`config.mk`:
```
export PLATFORM = sky130hd
export DESIGN_NAME = ltm_curve
export DESIGN_NICKNAME = d
export VERILOG_FILES = /design/src/sv/ltm_pkg.sv /design/src/sv/ltm_curve.sv
export SDC_FILE = /design/constraint.sdc
export NUM_CORES = 2
export LEC_CHECK = 0
export ABC_AREA = 0
export BUFFER_PORTS_ARGS = -buffer_cell sky130_fd_sc_hd__buf_2
export CAP_MARGIN = 20
export CELL_PAD_IN_SITES_DETAIL_PLACEMENT = 1
export CELL_PAD_IN_SITES_GLOBAL_PLACEMENT = 1
export CORE_MARGIN = 3
export CORE_UTILIZATION = 51
export CTS_BUF_LIST = sky130_fd_sc_hd__clkbuf_8
export CTS_CLUSTER_SIZE = 28
export DETAILED_ROUTE_END_ITERATION = 6
export PLACE_DENSITY = 0.82
export SLEW_MARGIN = 25
export SYNTH_ARGS = -nofsm -noshare
export SYNTH_HDL_FRONTEND = slang
export SYNTH_SLANG_ARGS = --single-unit
```
`constraint.sdc`:
```
create_clock -name clk -period 12.5 [get_ports clk]
set_input_delay 2.5 -clock clk [delete_from_list [all_inputs] [get_ports clk]]
set_output_delay 2.5 -clock clk [all_outputs]
set_load 0.02 [all_outputs]
```
`src/sv/ltm_pkg.sv`:
```
// ----------------------------------------------------------------------------
// ltm_pkg: shared types, constants and elaboration helpers
// Fixed-point constants of the log-domain tone curve, the configuration
// and sideband structs, and constant functions for the exp root table.
// ----------------------------------------------------------------------------
package ltm_pkg;

  // fraction bits of the internal log domain
  localparam int IFRAC = 30;
  localparam int LOG_FRAC_BITS_DEF = 16;
  // width of a log register and of ln of a Q16.16 value in Q.30
  localparam int LOGW = 24;
  localparam int LNW = 35;

  // ln(pi * 0.0001) in Q.30
  localparam logic signed [35:0] LN_PIX_Q30 = -36'sd8660383315;
  localparam logic [28:0] LN2_Q29 = 29'd372130559;
  localparam logic [29:0] LOG2E_Q29 = 30'd774541002;
  // exp argument limits, 12 and -13 in Q.30
  localparam logic signed [35:0] EXP_HI = 36'sd12884901888;
  localparam logic signed [35:0] EXP_LO = -36'sd13958643712;

  typedef enum logic [2:0] {
    CFG_EXPONENT     = 3'd0,
    CFG_INV_EXPONENT = 3'd1,
    CFG_LN_CURVE     = 3'd2,
    CFG_LN_INPUT     = 3'd3,
    CFG_LN_INV_MAX   = 3'd4
  } cfg_idx_t;

  typedef enum logic [2:0] {
    KIND_FWD        = 3'd0,
    KIND_FWD_SCALED = 3'd1,
    KIND_REV        = 3'd2,
    KIND_REV_SCALED = 3'd3,
    KIND_LOG_SCALED = 3'd4
  } kind_t;

  typedef struct packed {
    logic [19:0]        ex;
    logic [19:0]        iex;
    logic signed [23:0] lt;
    logic signed [23:0] ls;
    logic signed [23:0] lm;
  } cfg_t;

  typedef struct packed {
    logic [2:0]         kind;
    logic               zero;
    logic signed [23:0] ln_lum;
    logic [15:0]        pf;
  } side_t;

  // width of the pre-multiply log sum
  function automatic int sum_width(input int lfb);
    int lw;
    lw = LOGW + IFRAC - lfb;
    return ((lw > 36) ? lw : 36) + 2;
  endfunction

  // width of the final exp argument
  function automatic int z_width(input int lfb);
    return sum_width(lfb) + 12;
  endfunction

  // floor square root, used at elaboration only
  function automatic logic [63:0] isqrt64(input logic [63:0] x);
    logic [63:0] v;
    logic [63:0] res;
    logic [63:0] bit_w;
    v = x;
    res = '0;
    bit_w = 64'h4000_0000_0000_0000;
    for (int i = 0; i < 32; i++) begin
      if (v >= res + bit_w) begin
        v = v - (res + bit_w);
        res = (res >> 1) + bit_w;
      end else begin
        res = res >> 1;
      end
      bit_w = bit_w >> 2;
    end
    return res;
  endfunction

  // 2^(2^-k) in Q.30 by repeated floor square roots
  function automatic logic [31:0] exp_root(input int k);
    logic [63:0] r;
    r = 64'd2 << IFRAC;
    for (int j = 1; j <= IFRAC; j++) begin
      if (j <= k) begin
        r = isqrt64(r << IFRAC);
      end
    end
    return r[31:0];
  endfunction

endpackage

```
`src/sv/ltm_curve.sv`:
```
// ----------------------------------------------------------------------------
// ltm_curve: log-domain tone curve
// Forms the exp argument from ln of the input and the curve registers:
// offset sum, exponent multiply with rounding, kind offsets, and the
// power-factor multiply for the log-input kind.
// ----------------------------------------------------------------------------
module ltm_curve #(
  parameter int LOG_FRAC_BITS = ltm_pkg::LOG_FRAC_BITS_DEF
) (
  input  logic                                           clk,
  input  logic                                           rst_n,
  input  ltm_pkg::cfg_t                                  cfg,
  input  logic                                           in_vld,
  input  logic signed [ltm_pkg::LNW-1:0]                 in_ln,
  input  ltm_pkg::side_t                                 in_side,
  output logic                                           out_vld,
  output logic                                           out_kill,
  output logic signed [ltm_pkg::z_width(LOG_FRAC_BITS)-1:0] out_z
);

  localparam int LW  = ltm_pkg::LOGW + ltm_pkg::IFRAC - LOG_FRAC_BITS;
  localparam int SW  = ltm_pkg::sum_width(LOG_FRAC_BITS);
  localparam int PW  = SW + 20;
  localparam int ZW  = SW + 7;
  localparam int ZFW = ltm_pkg::z_width(LOG_FRAC_BITS);
  localparam int QW  = ZW + 16;

  // register log format to Q.30
  function automatic logic signed [LW-1:0] to_q30(input logic signed [23:0] v);
    logic signed [LW-1:0] w;
    w = LW'(v);
    return w <<< (ltm_pkg::IFRAC - LOG_FRAC_BITS);
  endfunction

  logic signed [SW-1:0] lq, lt_s, ls_s, lm_s, lnl_s, pix_s;
  logic signed [SW-1:0] a_nxt;
  logic [19:0]          m_nxt;
  logic                 kill_nxt;

  logic                 c0_vld_r, c0_kill_r;
  logic signed [SW-1:0] c0_a_r;
  logic [19:0]          c0_m_r;
  logic [2:0]           c0_kind_r;
  logic [15:0]          c0_pf_r;

  logic [SW-1:0]        c1_mag;
  logic                 c1_vld_r, c1_kill_r, c1_neg_r;
  logic [PW-1:0]        c1_prod_r;
  logic [2:0]           c1_kind_r;
  logic [15:0]          c1_pf_r;

  logic [PW-1:0]        c2_sum;
  logic [SW+3:0]        c2_mag;
  logic signed [ZW-1:0] c2_rs, c2_nxt;
  logic                 c2_vld_r, c2_kill_r, c2_log_r;
  logic signed [ZW-1:0] c2_z_r;
  logic [15:0]          c2_pf_r;

  logic [ZW-1:0]        c3_mag;
  logic                 c3_vld_r, c3_kill_r, c3_log_r, c3_neg_r;
  logic [QW-1:0]        c3_prod_r;
  logic signed [ZW-1:0] c3_z_r;

  logic [QW-1:0]        c4_sum;
  logic [ZW+3:0]        c4_mag;
  logic signed [ZFW-1:0] c4_q;
  logic                 c4_vld_r, c4_kill_r;
  logic signed [ZFW-1:0] c4_z_r;

  assign lq    = SW'(in_ln);
  assign lt_s  = SW'(to_q30(cfg.lt));
  assign ls_s  = SW'(to_q30(cfg.ls));
  assign lm_s  = SW'(to_q30(cfg.lm));
  assign lnl_s = SW'(to_q30(in_side.ln_lum));
  assign pix_s = SW'(ltm_pkg::LN_PIX_Q30);

  // select the multiply operand and factor
  always_comb begin
    case (in_side.kind)
      ltm_pkg::KIND_REV: begin
        a_nxt = lq - lt_s;
        m_nxt = cfg.iex;
      end
      ltm_pkg::KIND_REV_SCALED: begin
        a_nxt = lq - lm_s - lt_s;
        m_nxt = cfg.iex;
      end
      ltm_pkg::KIND_LOG_SCALED: begin
        a_nxt = ls_s + lnl_s + pix_s;
        m_nxt = cfg.ex;
      end
      default: begin
        a_nxt = ls_s + lq + pix_s;
        m_nxt = cfg.ex;
      end
    endcase
    kill_nxt = (in_side.kind > 3'(ltm_pkg::KIND_LOG_SCALED)) ||
               ((in_side.kind != 3'(ltm_pkg::KIND_LOG_SCALED)) && in_side.zero);
  end

  always_ff @(posedge clk) begin
    if (!rst_n) begin
      c0_vld_r <= 1'b0;
      c1_vld_r <= 1'b0;
      c2_vld_r <= 1'b0;
      c3_vld_r <= 1'b0;
      c4_vld_r <= 1'b0;
    end else begin
      c0_vld_r <= in_vld;
      c1_vld_r <= c0_vld_r;
      c2_vld_r <= c1_vld_r;
      c3_vld_r <= c2_vld_r;
      c4_vld_r <= c3_vld_r;
    end
  end

  always_ff @(posedge clk) begin
    c0_a_r    <= a_nxt;
    c0_m_r    <= m_nxt;
    c0_kind_r <= in_side.kind;
    c0_pf_r   <= in_side.pf;
    c0_kill_r <= kill_nxt;
  end

  // exponent multiply on the magnitude
  assign c1_mag = c0_a_r[SW-1] ? SW'(-c0_a_r) : SW'(c0_a_r);

  always_ff @(posedge clk) begin
    c1_neg_r  <= c0_a_r[SW-1];
    c1_prod_r <= PW'(c1_mag) * PW'(c0_m_r);
    c1_kind_r <= c0_kind_r;
    c1_pf_r   <= c0_pf_r;
    c1_kill_r <= c0_kill_r;
  end

  // round, restore sign, add kind offsets
  assign c2_sum = c1_prod_r + PW'(32768);
  assign c2_mag = c2_sum[PW-1:16];
  assign c2_rs  = c1_neg_r ? -signed'(ZW'({1'b0, c2_mag})) : signed'(ZW'({1'b0, c2_mag}));

  always_comb begin
    case (c1_kind_r)
      ltm_pkg::KIND_FWD:        c2_nxt = c2_rs + ZW'(lt_s);
      ltm_pkg::KIND_FWD_SCALED: c2_nxt = c2_rs + ZW'(lt_s) + ZW'(lm_s);
      ltm_pkg::KIND_REV:        c2_nxt = c2_rs - ZW'(ls_s) - ZW'(pix_s);
      ltm_pkg::KIND_REV_SCALED: c2_nxt = c2_rs - ZW'(ls_s) - ZW'(pix_s);
      ltm_pkg::KIND_LOG_SCALED: c2_nxt = c2_rs + ZW'(lt_s) + ZW'(lm_s);
      default:                  c2_nxt = c2_rs;
    endcase
  end

  always_ff @(posedge clk) begin
    c2_z_r    <= c2_nxt;
    c2_log_r  <= (c1_kind_r == 3'(ltm_pkg::KIND_LOG_SCALED));
    c2_pf_r   <= c1_pf_r;
    c2_kill_r <= c1_kill_r;
  end

  // power-factor multiply
  assign c3_mag = c2_z_r[ZW-1] ? ZW'(-c2_z_r) : ZW'(c2_z_r);

  always_ff @(posedge clk) begin
    c3_neg_r  <= c2_z_r[ZW-1];
    c3_prod_r <= QW'(c3_mag) * QW'(c2_pf_r);
    c3_z_r    <= c2_z_r;
    c3_log_r  <= c2_log_r;
    c3_kill_r <= c2_kill_r;
  end

  // round the scaled argument, pass others through
  assign c4_sum = c3_prod_r + QW'(2048);
  assign c4_mag = c4_sum[QW-1:12];
  assign c4_q   = c3_neg_r ? -signed'({1'b0, c4_mag}) : signed'({1'b0, c4_mag});

  always_ff @(posedge clk) begin
    c4_z_r    <= c3_log_r ? c4_q : ZFW'(c3_z_r);
    c4_kill_r <= c3_kill_r;
  end

  assign out_vld  = c4_vld_r;
  assign out_kill = c4_kill_r;
  assign out_z    = c4_z_r;

endmodule

```
# After elaboration in Yosys (flattened, before gate mapping)
# Cells that the tools add are included.
# classes
magnitude_cmp,1
n_addsub,17
mul,2
n_reduce_logical,6
n_mux,8
n_eq_ne,8
# op_table
cell,count
47-bit one-hot mux with 3 select lines,1
40-bit one-hot mux with 3 select lines,1
52-bit two-way mux,2
47-bit by 38-bit adder with 47-bit output,2
47-bit two-way mux,2
39-bit by 35-bit adder with 40-bit output (second input constant),2
35-bit by 38-bit subtractor with 39-bit output,2
63-bit by 12-bit adder with 63-bit output (second input constant),1
47-bit by 16-bit multiplier with 63-bit output,1
60-bit by 16-bit adder with 60-bit output (second input constant),1
40-bit by 20-bit multiplier with 60-bit output,1
51-bit negation with 52-bit output,1
44-bit negation with 47-bit output,1
47-bit negation,1
47-bit by 35-bit subtractor with 47-bit output (second input constant),1
47-bit by 38-bit subtractor with 47-bit output,1
40-bit two-way mux,1
40-bit negation,1
39-bit by 38-bit subtractor with 40-bit output,1
38-bit by 35-bit adder with 39-bit output,1
38-bit by 38-bit adder with 39-bit output,1
20-bit two-way mux,1
3-bit by 2-bit == test with 1-bit output (second input constant),4
3-bit == test (second input constant),2
7 further kinds,9
# word_totals
ff_bits,397
out_inout_bits,54
wordCells,68
input_bits,194

# Depth between registers and ports, before layout
# depth
ltp_word,6
mapped_depth,39
mapped_depth_nobuf,37

# Worst setup path before layout
# OpenSTA, ideal clock, no wires.
# synth_path
kind,reg-to-reg
from,register c2_z_r[5]
to,register c3_prod_r[60]
synth_period_minus_slack_ns,9.695
path_buffers,1
setup_time_ns,0.123
arrival_time_ns,9.572
slack_ns,2.805
required_time_ns,12.377
stages_incl_launch_ff,35
cell_sequence,dfxtp_1 or4_4 or3_4 or4_4 or3_4 or3_4 nand2b_4 or3_4 or4_4 o21ai_0 xnor2_1 clkbuf_1 nand2_1 fa_1 inv_1 fa_1 fa_1 fa_1 fa_1 inv_1 fa_1 inv_1 ha_1 a21o_1 a21o_1 a21oi_1 nor2b_1 o21ai_0 o211ai_1 a22o_1 a211oi_1 o21ai_0 a21oi_1 o21bai_1 xor2_1
# synth_via
elab_chain_len,3
# synth_lines
element,line,source
from (decl),ltm_curve.sv:56,logic signed [ZW-1:0] c2_z_r;
from (signal assigned),ltm_curve.sv:153,c2_z_r <= c2_nxt;
47-bit negation,ltm_curve.sv:160,assign c3_mag = c2_z_r[ZW-1] ? ZW'(-c2_z_r) : ZW'(c2_z_r);
47-bit two-way mux (*),ltm_curve.sv:160,
47-bit by 16-bit multiplier with 63-bit output (*),ltm_curve.sv:164,c3_prod_r <= QW'(c3_mag) * QW'(c2_pf_r);
to (signal assigned),ltm_curve.sv:164,
to (decl),ltm_curve.sv:61,logic [QW-1:0] c3_prod_r;
# Mark *: on every way between the ends. The rest lies on a longest branch, timed or not.
# A chain may end at the register's enable or synchronous reset.

# Worst setup path in the final report
# layout_path
from,register c2_z_r[0]
to,register c3_prod_r[60]
# Same word-level chain as after synthesis.

==> run summary <==
The flow ran to the end, and the final reports show no timing, DRC or antenna violations. Setup repair after global routing left no endpoint under its margin. Registers take 7430 sq um. The launch point of the worst hold path is c1_pf_r[11]$_DFF_P_. The floorplan core area came out at 146000 sq um. The worst-path maximum fanout came out at 18.

The root buffer cell is sky130_fd_sc_hd__clkbuf_8. Data on the critical path is required at its endpoint by approximately 13 ns. After the first detailed-routing iteration, the DRC count stood at about 4400. The count of final setup violators came out at 0.

The final max-slew violation count is 0. The first global-routing pass estimated approximately 410 mm of wire. At the pin with the least slew margin, the transition time is 1.11 ns.

The critical path is of the reg2reg type. The via count normalized by instance count is 5.86. The final critical delay including setup and external delays is around 11 ns. The number of H-tree levels is 3. The number of nets with antenna violations after routing came out at 0. The weighted congestion reported at the end of routability-driven placement is around 0.97.

Ranked by total cell area, the synthesized netlist is headed by sky130_fd_sc_hd__fa_1 (36%), sky130_fd_sc_hd__ha_1 (10%), sky130_fd_sc_hd__dfxtp_1 (9.9%), sky130_fd_sc_hd__inv_1 (8.2%), sky130_fd_sc_hd__nand2_1 (6.8%). The cell area after synthesis is 75000 sq um. The number of synthesized register bits is 370.

The worst-case reg-to-reg path depth came out at 35. The sequential share of the synthesized area came out at roughly a tenth. The instance count of the mapped netlist is just under 9000. The global route total overflow is 0. The number of antenna violations at the first check in global routing came out at 20.

The clock drives 370 sinks. The total routing resource utilization after global routing is 35.5%. The number of global-route vias before repair is 71900. For this block, the via count after detailed routing is 63500. The finished layout cell area is 80300 sq um. The number of synthesis warnings came out at 0.

The worst setup skew after layout is 0.113 ns. Port buffering added 247 buffers. The floorplan has 140 rows. The floorplan step defined a die boundary enclosing between 150000 and 200000 sq um. The number of hold violations in the final report is 0. The clock-pin slew reported for the worst setup and hold paths after clock tree synthesis is ~0.06 ns. The synthesized design contains 0 enable-type register cells. The die height came out at 389 microns. The count of different cell masters after synthesis is 83.

The worst-case clock buffer depth is 3. The layout filler cell count is 17300. The fraction of registers with async set/reset came out at 0%. The portion of the clock cycle consumed by the worst path in the final layout came out at roughly nine tenths. Data on the critical path arrives at its endpoint at between 10 and 15 ns.

The cell count of the worst hold path is 0. Summed over all failing endpoints, the final setup total negative slack is 0 ns. The path class of the tightest hold or removal check is reg2reg. The max-cap check violation count came out at 0.

The worst setup path is launched from a register. The prevailing post-synth register cell is sky130_fd_sc_hd__dfxtp_1. The worst setup path is captured at a register.

The synthesis-to-finish area growth came out at 7.12%. The DRC violation count after routing came out at 0. The startpoint identified for the worst register-to-register timing path is c2_z_r[0]$_DFF_P_. The post-cts hold buffer count is 0. The worst setup slack for register-to-register paths came out at 1.32 ns.

The cell type of the slowest stage on the worst timing path is sky130_fd_sc_hd__fa_1. After synthesis, the largest area contributor takes up 35.6% of total cell area. The final HPWL from detailed placement is around 210 mm. The final routed wirelength across all metal layers came out at 268 mm. In this design, the critical path's most frequently occurring cell is sky130_fd_sc_hd__fa_1.

The later pin in the worst-skew pair is clocked with a latency of 0.86 ns. The initial utilization of the core area, before any placement, comes to between 50% and 60%. The iteration count of the initial detailed-routing pass came out at 5.

The post-route netlist has approximately 7.7% of its cells at a drive strength greater than 1. The layout net count is 11000. The number of gates resized after CTS was 0. Timing would allow up to about 90 MHz. Yosys instantiated no cell more often than sky130_fd_sc_hd__inv_1. For hold timing, the worst endpoint is c2_pf_r[11]$_DFF_P_. The multi-input combinational cell area came out at slightly above 60000 sq um.

The cell class contributing the biggest share of worst-path delay is compound AO/OA/AOI/OAI gates. The number of ports placed on the die boundary came out at 248. The mean instance size in the synthesized netlist came out at 8.54 sq um.

The number of buffers inserted during clock tree synthesis came out at 77. In this run the horizontal extent of the chip is 389 microns. The instance area at placement came out at 78700 sq um. The post-CTS setup buffer count came out at 0. For this run, the slowest stage of the critical path takes 0.59 ns. The critical path contains buffers and inverters numbering 5 combined. The average detailed-routed wire length per instance came out at 24.7 microns.

TritonCTS built the clock tree. The cell type contributing the most total cell area after synthesis is sky130_fd_sc_hd__fa_1. The reg-to-reg critical path endpoint is c3_prod_r[60]$_DFF_P_.

The worst relative slew slack is 26.2%. The largest net degree at the start of global routing came out at 62. By count the netlist is led by sky130_fd_sc_hd__inv_1 (1631), sky130_fd_sc_hd__nand2_1 (1351), sky130_fd_sc_hd__fa_1 (1335), sky130_fd_sc_hd__ha_1 (605), sky130_fd_sc_hd__and2_1 (588). The number of nets in the synthesized netlist is around 11000.
[cell usage in the layout, fill, tap and decap left out, drive strengths merged, types with 51 or more instances in the layout]
| cell | count |
|---|---|
| ha | 605 |
| nor2 | 236 |
| nor3 | 78 |
| nand3 | 111 |
| inv | 1650 |
| and2 | 592 |
| a21oi | 273 |
| xor2 | 177 |
| dfxtp | 370 |
| nand4 | 60 |
| clkbuf | 93 |
| xnor2 | 346 |
| nor2b | 88 |
| o21ai | 258 |
| nand2 | 1351 |
| mux2 | 51 |
| fa | 1335 |
| buf | 388 |
| a21o | 140 |
[metal layers]
layer	global-route usage (%)	wire length (microns)
met1	41.6	99400
met2	61.0	130000
met3	6.18	19900
met4	21.3	18200
met5	0	66
[cells by family (layout without fill, tap and decap cells)]
family | count (synthesis) | in the layout | share of synthesized area [%]
buffers and inverters | 2027 | 2152 | 10.2
AND/OR/NAND/NOR | 2757 | 2757 | 17.7
other | 0 | 10 | 0
AO/OA/AOI/OAI | 1093 | 1093 | 9.41
adder cells (fa/ha/maj) | 1940 | 1940 | 45.7
multiplexers | 70 | 70 | 1.02
XOR/XNOR | 523 | 523 | 6.12
flip-flops | 370 | 370 | 9.88
[cell type report]
type | count | area share (%)
Clock inverter | 37 | 0.396
Antenna cell | 10 | 0.0312
Timing Repair Buffer | 388 | 2.86
Sequential cell | 370 | 9.25
Tap cell | 1917 | 2.99
Inverter | 1634 | 7.64
Clock buffer | 93 | 1.59
Multi-Input combinational cell | 6383 | 75.2
[state kept, by name, summed over array words and instances (netlist names), 3 cells and up]
register,flops
c1_kind_r,3
c0_m_r,20
c3_prod_r,52
c1_prod_r,45
c2_pf_r,16
c0_a_r,40
c2_z_r,47
c0_kind_r,3
out_z,52
c1_pf_r,16
c3_z_r,46
c0_pf_r,16
[through the flow]
step / hold WS [ns] / worst slack (ns) / instances / util (%)
2_1_floorplan: 0.310 / 2.80 / 8780 / -
3_3_place_gp: 0.310 / 1.90 / 10700 / 53.9
3_5_place_dp: 0.313 / 1.61 / 10700 / 53.9
4_1_cts: 0.300 / 1.49 / 10800 / 55.0
5_1_grt: 0.323 / 0.845 / 10800 / 55.0
6_report: 0.308 / 1.32 / 10800 / 55.0
[worst reg2reg max path, delay by kind of cell, from the launching register on]
family	cells	cell delay (ns)
AND/OR/NAND/NOR	6	2.01
AO/OA/AOI/OAI	14	3.95
XOR/XNOR	2	0.31
flip-flops	1	0.52
adder cells (fa/ha/maj)	8	3.63
buffers and inverters	5	0.57
[how the worst max path moves through the flow]
| stage | depth (start not counted) | from | to |
|---|---|---|---|
| after floorplan | 34 | c2_z_r[5]$_DFF_P_ | c3_prod_r[60]$_DFF_P_ |
| after global placement | 35 | c2_z_r[0]$_DFF_P_ | c3_prod_r[60]$_DFF_P_ |
| after detailed placement | 35 | c2_z_r[0]$_DFF_P_ | c3_prod_r[60]$_DFF_P_ |
| after CTS | 35 | c2_z_r[0]$_DFF_P_ | c3_prod_r[60]$_DFF_P_ |
| after global routing | 35 | c2_z_r[0]$_DFF_P_ | c3_prod_r[60]$_DFF_P_ |
| final | 35 | c2_z_r[0]$_DFF_P_ | c3_prod_r[60]$_DFF_P_ |
Power is not shown: default switching activity piles up to over one toggle a cycle in this logic, so the estimate is an artifact.
